==> src/hdl/spbp_pkg.sv <==
// Shared constants, types and codes for the serpentine panel board packer.
// Used by the controller, the datapath and the top level; depends on nothing.
package spbp_pkg;

	localparam int BOARD_SIDE    = 4;
	localparam int BOARDS_ACROSS = 3;
	localparam int BOARDS_DOWN   = 3;

	localparam int FB_ROWS     = BOARDS_DOWN * BOARD_SIDE;
	localparam int FB_COLS     = BOARDS_ACROSS * BOARD_SIDE;
	localparam int BOARD_COUNT = BOARDS_ACROSS * BOARDS_DOWN;
	localparam int DEPTH       = FB_ROWS * FB_COLS;

	localparam int ROW_W  = (FB_ROWS > 1) ? $clog2(FB_ROWS) : 1;
	localparam int COL_W  = (FB_COLS > 1) ? $clog2(FB_COLS) : 1;
	localparam int ADDR_W = (DEPTH > 1) ? $clog2(DEPTH) : 1;
	localparam int SIDE_W = (BOARD_SIDE > 1) ? $clog2(BOARD_SIDE) : 1;
	localparam int BROW_W = (BOARDS_DOWN > 1) ? $clog2(BOARDS_DOWN) : 1;
	localparam int BPOS_W = (BOARDS_ACROSS > 1) ? $clog2(BOARDS_ACROSS) : 1;

	localparam int LEVEL_W = 12;
	localparam int PIXEL_W = 3 * LEVEL_W;

	localparam logic [1:0] FACE_NORTH = 2'd0;
	localparam logic [1:0] FACE_EAST  = 2'd1;
	localparam logic [1:0] FACE_SOUTH = 2'd2;

	localparam logic [1:0] SEL_ZERO  = 2'd0;
	localparam logic [1:0] SEL_BLUE  = 2'd1;
	localparam logic [1:0] SEL_RED   = 2'd2;
	localparam logic [1:0] SEL_GREEN = 2'd3;

	typedef struct packed {
		logic       load;
		logic       decode;
		logic       store;
		logic       read;
		logic       emit;
		logic [1:0] sel;
		logic       last;
		logic       status;
	} spbp_cmd_t;

	typedef struct packed {
		logic is_write;
		logic write_ok;
		logic board_ok;
		logic last_pixel;
	} spbp_stat_t;

endpackage

==> src/hdl/spbp_ctl.sv <==
// Controller state machine of the serpentine panel board packer.
// Depends on spbp_pkg for the command and status structs and codes.
module spbp_ctl
	import spbp_pkg::*;
(
	input  logic       clk,
	input  logic       arst_n,
	input  logic       start,
	output logic       busy,
	input  spbp_stat_t stat,
	output spbp_cmd_t  cmd
);

	localparam logic [2:0] ST_IDLE   = 3'd0;
	localparam logic [2:0] ST_DECODE = 3'd1;
	localparam logic [2:0] ST_READ   = 3'd2;
	localparam logic [2:0] ST_CH0    = 3'd3;
	localparam logic [2:0] ST_CH1    = 3'd4;
	localparam logic [2:0] ST_CH2    = 3'd5;

	logic [2:0] state_q;
	logic [2:0] state_d;

	assign busy = (state_q != ST_IDLE);

	always_comb begin
		state_d = state_q;
		cmd     = '0;
		case (state_q)
			ST_IDLE: begin
				if (start) begin
					cmd.load = 1'b1;
					state_d  = ST_DECODE;
				end
			end
			ST_DECODE: begin
				cmd.decode = 1'b1;
				if (stat.is_write) begin
					cmd.store  = stat.write_ok;
					cmd.emit   = 1'b1;
					cmd.sel    = SEL_ZERO;
					cmd.last   = 1'b1;
					cmd.status = !stat.write_ok;
					state_d    = ST_IDLE;
				end else if (!stat.board_ok) begin
					cmd.emit   = 1'b1;
					cmd.sel    = SEL_ZERO;
					cmd.last   = 1'b1;
					cmd.status = 1'b1;
					state_d    = ST_IDLE;
				end else begin
					state_d = ST_READ;
				end
			end
			ST_READ: begin
				cmd.read = 1'b1;
				state_d  = ST_CH0;
			end
			ST_CH0: begin
				cmd.emit = 1'b1;
				cmd.sel  = SEL_BLUE;
				state_d  = ST_CH1;
			end
			ST_CH1: begin
				cmd.emit = 1'b1;
				cmd.sel  = SEL_RED;
				state_d  = ST_CH2;
			end
			ST_CH2: begin
				cmd.emit = 1'b1;
				cmd.sel  = SEL_GREEN;
				cmd.last = stat.last_pixel;
				if (stat.last_pixel) begin
					state_d = ST_IDLE;
				end else begin
					cmd.read = 1'b1;
					state_d  = ST_CH0;
				end
			end
			default: begin
				state_d = ST_IDLE;
			end
		endcase
	end

	always_ff @(posedge clk or negedge arst_n) begin
		if (!arst_n) begin
			state_q <= ST_IDLE;
		end else begin
			state_q <= state_d;
		end
	end

endmodule

==> config.mk <==
export PLATFORM = sky130hd
export DESIGN_NAME = spbp_ctl
export DESIGN_NICKNAME = d
export VERILOG_FILES = /design/src/hdl/spbp_pkg.sv /design/src/hdl/spbp_ctl.sv
export SDC_FILE = /design/constraint.sdc
export NUM_CORES = 1
export LEC_CHECK = 0
export ABC_AREA = 0
export BUFFER_PORTS_ARGS = -buffer_cell sky130_fd_sc_hd__buf_2
export CAP_MARGIN = 20
export CELL_PAD_IN_SITES_DETAIL_PLACEMENT = 2
export CELL_PAD_IN_SITES_GLOBAL_PLACEMENT = 2
export CORE_UTILIZATION = 18
export CTS_CLUSTER_DIAMETER = 100
export CTS_CLUSTER_SIZE = 14
export DETAILED_ROUTE_END_ITERATION = 10
export PLACE_DENSITY = 0.73
export SYNTH_ARGS = -nofsm -noshare
export SYNTH_HDL_FRONTEND = slang
export SYNTH_SLANG_ARGS = --single-unit
==> constraint.sdc <==
create_clock -name clk -period 1.45 [get_ports clk]
set_clock_uncertainty 0.2 [all_clocks]
set_input_delay 0.0725 -clock clk [delete_from_list [all_inputs] [get_ports clk]]
set_output_delay 0.0725 -clock clk [all_outputs]
set_load 0.05 [all_outputs]
==> results.yml <==
sta:
  slew_headroom_pct: 84.0
  min_period_ns: 1.62
  hold_viol: 0
  rsz0062_at_grt: "yes"
  setup-violations-final: 9
  finalMaxSlewViolations: 0
  fmax_ghz: 0.618
  fin_ws_ns: -0.168
  worst_pin_slew_ns: 0.237
  finalCritPeriodShare_pct: 112
worst_setup_path:
  worst-path-buf-inv: 2
  max_stage_delay_ns: 0.44
  slowest_stage: "dfrtp_2"
  rr_worst_depth: 3
  cp_max_fo: 6
  cp.arrival_ns: 1.35
  path_cells: "buf_6 -> and2b_2 -> o21a_2 -> buf_8"
  crit_family: "flip-flops"
  required_ns: 1.18
  reg2reg_to: "state_q[2]"
  reg2reg_slack_ns: 0.18
  cp-end-kind: "output port"
  critPathLaunchType: "register"
  crit_type: "register to output port"
  r2r_start: "state_q[2]"
finish:
  layoutNonFillerInstCount: 78
  areaGrowthSynthToFinish_pct: 135
  largestRegisters: "state_q x3"
  num_antenna_cells: 0
  nNetsFinal: 71
  layout-drive-gt1-share_pct: 68.3
  top_register: "state_q"
  final_util_pct: 45.5
  largest_reg_flops: 3
routing:
  drt-total-wl_um: 1050
  drc_errors: 0
  viasPerCell: 4.63
  drt_iter0_drc: 0
  vias: 361
  wl_per_cell_um: 13.4
  first_pass_iters: 1
  drtAntennaViolNets: 0
min_path:
  hp-start: "start"
  hp-class: "primary input to register"
  min_to: "state_q[0]"
  whs_path_depth: 3
clocking:
  cts.sinks: 3
  clk_latency_ns: 0.24
  cts_root_buffer: "clkbuf_4"
  clkTransAtPathRegs_ns: 0.04
  clk_path_buf_depth: 2
  cts_tree: "done"
  cts_buffers: 3
  h-tree-depth: 1
grt:
  grt_start_max_net_pins: 7
  grt_pass1_vias: 342
  track_usage_pct: 14.7
  use_met2_pct: 25.4
  gr-usage-met3_pct: 1.70
  grt-ovfl-total: 0
  grt_antenna_before_repair: 0
  met1_usage_pct: 16.4
  grt_pass1_wl_um: 1480
  busiest_layer: "met2"
synthesis:
  synth_fa_ha_area_share_pct: 0
  avgSynthCellArea_um2: 7.86
  ys_seq_area_share_pct: 29.9
  synth_xor_area_share_pct: 0
  synthesis.nets: 39
  syn_area_um2: 251
  synthFlopType: "dfrtp_1"
  yosys.cell_types.count: 19
  synth_top_family_by_area: "simple AND/OR/NAND/NOR gates"
  netlist_instances: 32
  synth_edf_count: 0
  ys.warnings.count: 0
  synth-simple-area-share_pct: 40.3
  async_flop_share_pct: 100
  synth_mux_area_share_pct: 0
  ys_ff_latch: 3
  synth_compound_area_share_pct: 20.9
die:
  rows: 13
  start_util_pct: 19.3
  die_w_um: 39.4
  design.die.area_mm2: 0.00155
  core-area_mm2: 0.00130
  die_h_um: 39.4
  io-pin-count: 17
run_status:
  status: "finished, violations left"
  violations: "setup timing"
placement:
  gp_congestion: 0.685
  port_buffers: 16
  dp_hpwl_um: 737
  dpl.cell_count: 69
job:
  cap_violations: 0
==> routing by layer <==
metal / wire length [µm] / vias up
met5: 0 / -
met4: 20 / 0
met3: 35 / 2
met2: 564 / 11
met1: 426 / 177
li1: - / 171
==> cells in the mapped netlist (2+ instances only) <==
cell | count | area, µm²
nand2_1 | 4 | 15.0
dfrtp_1 | 3 | 75.1
nor2_1 | 3 | 11.3
o21ai_0 | 3 | 15.0
nand2b_1 | 2 | 12.5
nor2b_1 | 2 | 12.5
nor3_1 | 2 | 10.0
o21a_1 | 2 | 15.0
==> through the flow <==
| stage | TNS (ns) | setup WS, ns | cell area [µm²] | hold WS, ns |
|---|---|---|---|---|
| detailed placement | -0.0853 | -0.0486 | 425 | -0.325 |
| finish | -0.962 | -0.168 | 592 | 0.0166 |
| global placement | -0.0215 | -0.0215 | 425 | -0.330 |
| floorplan | -0.242 | -0.145 | 285 | -0.423 |
| global route | -1.31 | -0.203 | 592 | 0.0756 |
| CTS | -1.02 | -0.170 | 571 | 0.0170 |
==> worst max-delay path by stage <==
| stage | to | depth (start not counted) | from |
|---|---|---|---|
| floorplan | cmd[0] | 3 | state_q[1] |
| global placement | cmd[8] | 3 | state_q[2] |
| detailed placement | cmd[8] | 3 | state_q[2] |
| CTS | cmd[2] | 4 | state_q[2] |
| global route | cmd[2] | 4 | state_q[1] |
| finish | cmd[2] | 4 | state_q[2] |
==> layout make-up <==
class                      instances  area, µm²
tap                               15       18.8
fill                             150        709
timing repair buffer              29        262
clock buffer                       4       26.3
multi-input combinational         26        204
sequential                         3       77.6
inverter                           1       3.75
==> kinds of logic (layout without fill, tap and decap cells) <==
logic type             Yosys count  count (layout)
AND/OR/NAND/NOR                 18              18
flip-flops                       3               3
AO/OA/AOI/OAI                    8               8
buffers and inverters            3              34
==> worst min-delay path: stages <==
cell,delay (ns)
buf_2,0.11
nor3_1,0.14
a221oi_1,0.08
==> placed cells by master, fill, tap and decap left out, types with 3 or more instances in the layout <==
cell type and instances:
buf_6 9, buf_4 8, buf_2 7, nand2_1 4, clkbuf_4 3, buf_8 3
==> timing repair <==
| item | in CTS | in global routing |
|---|---|---|
| pin swaps | 4 | 1 |
| setup endpoints to repair | 10 | 10 |
| hold buffers | 2 | 0 |
| buffers inserted | 2 | 1 |
| endpoints found under the hold margin | 3 | 0 |
| gates resized for setup | 26 | 4 |
Power is not shown: default switching activity piles up to over one toggle a cycle in this logic, so the estimate is an artifact.
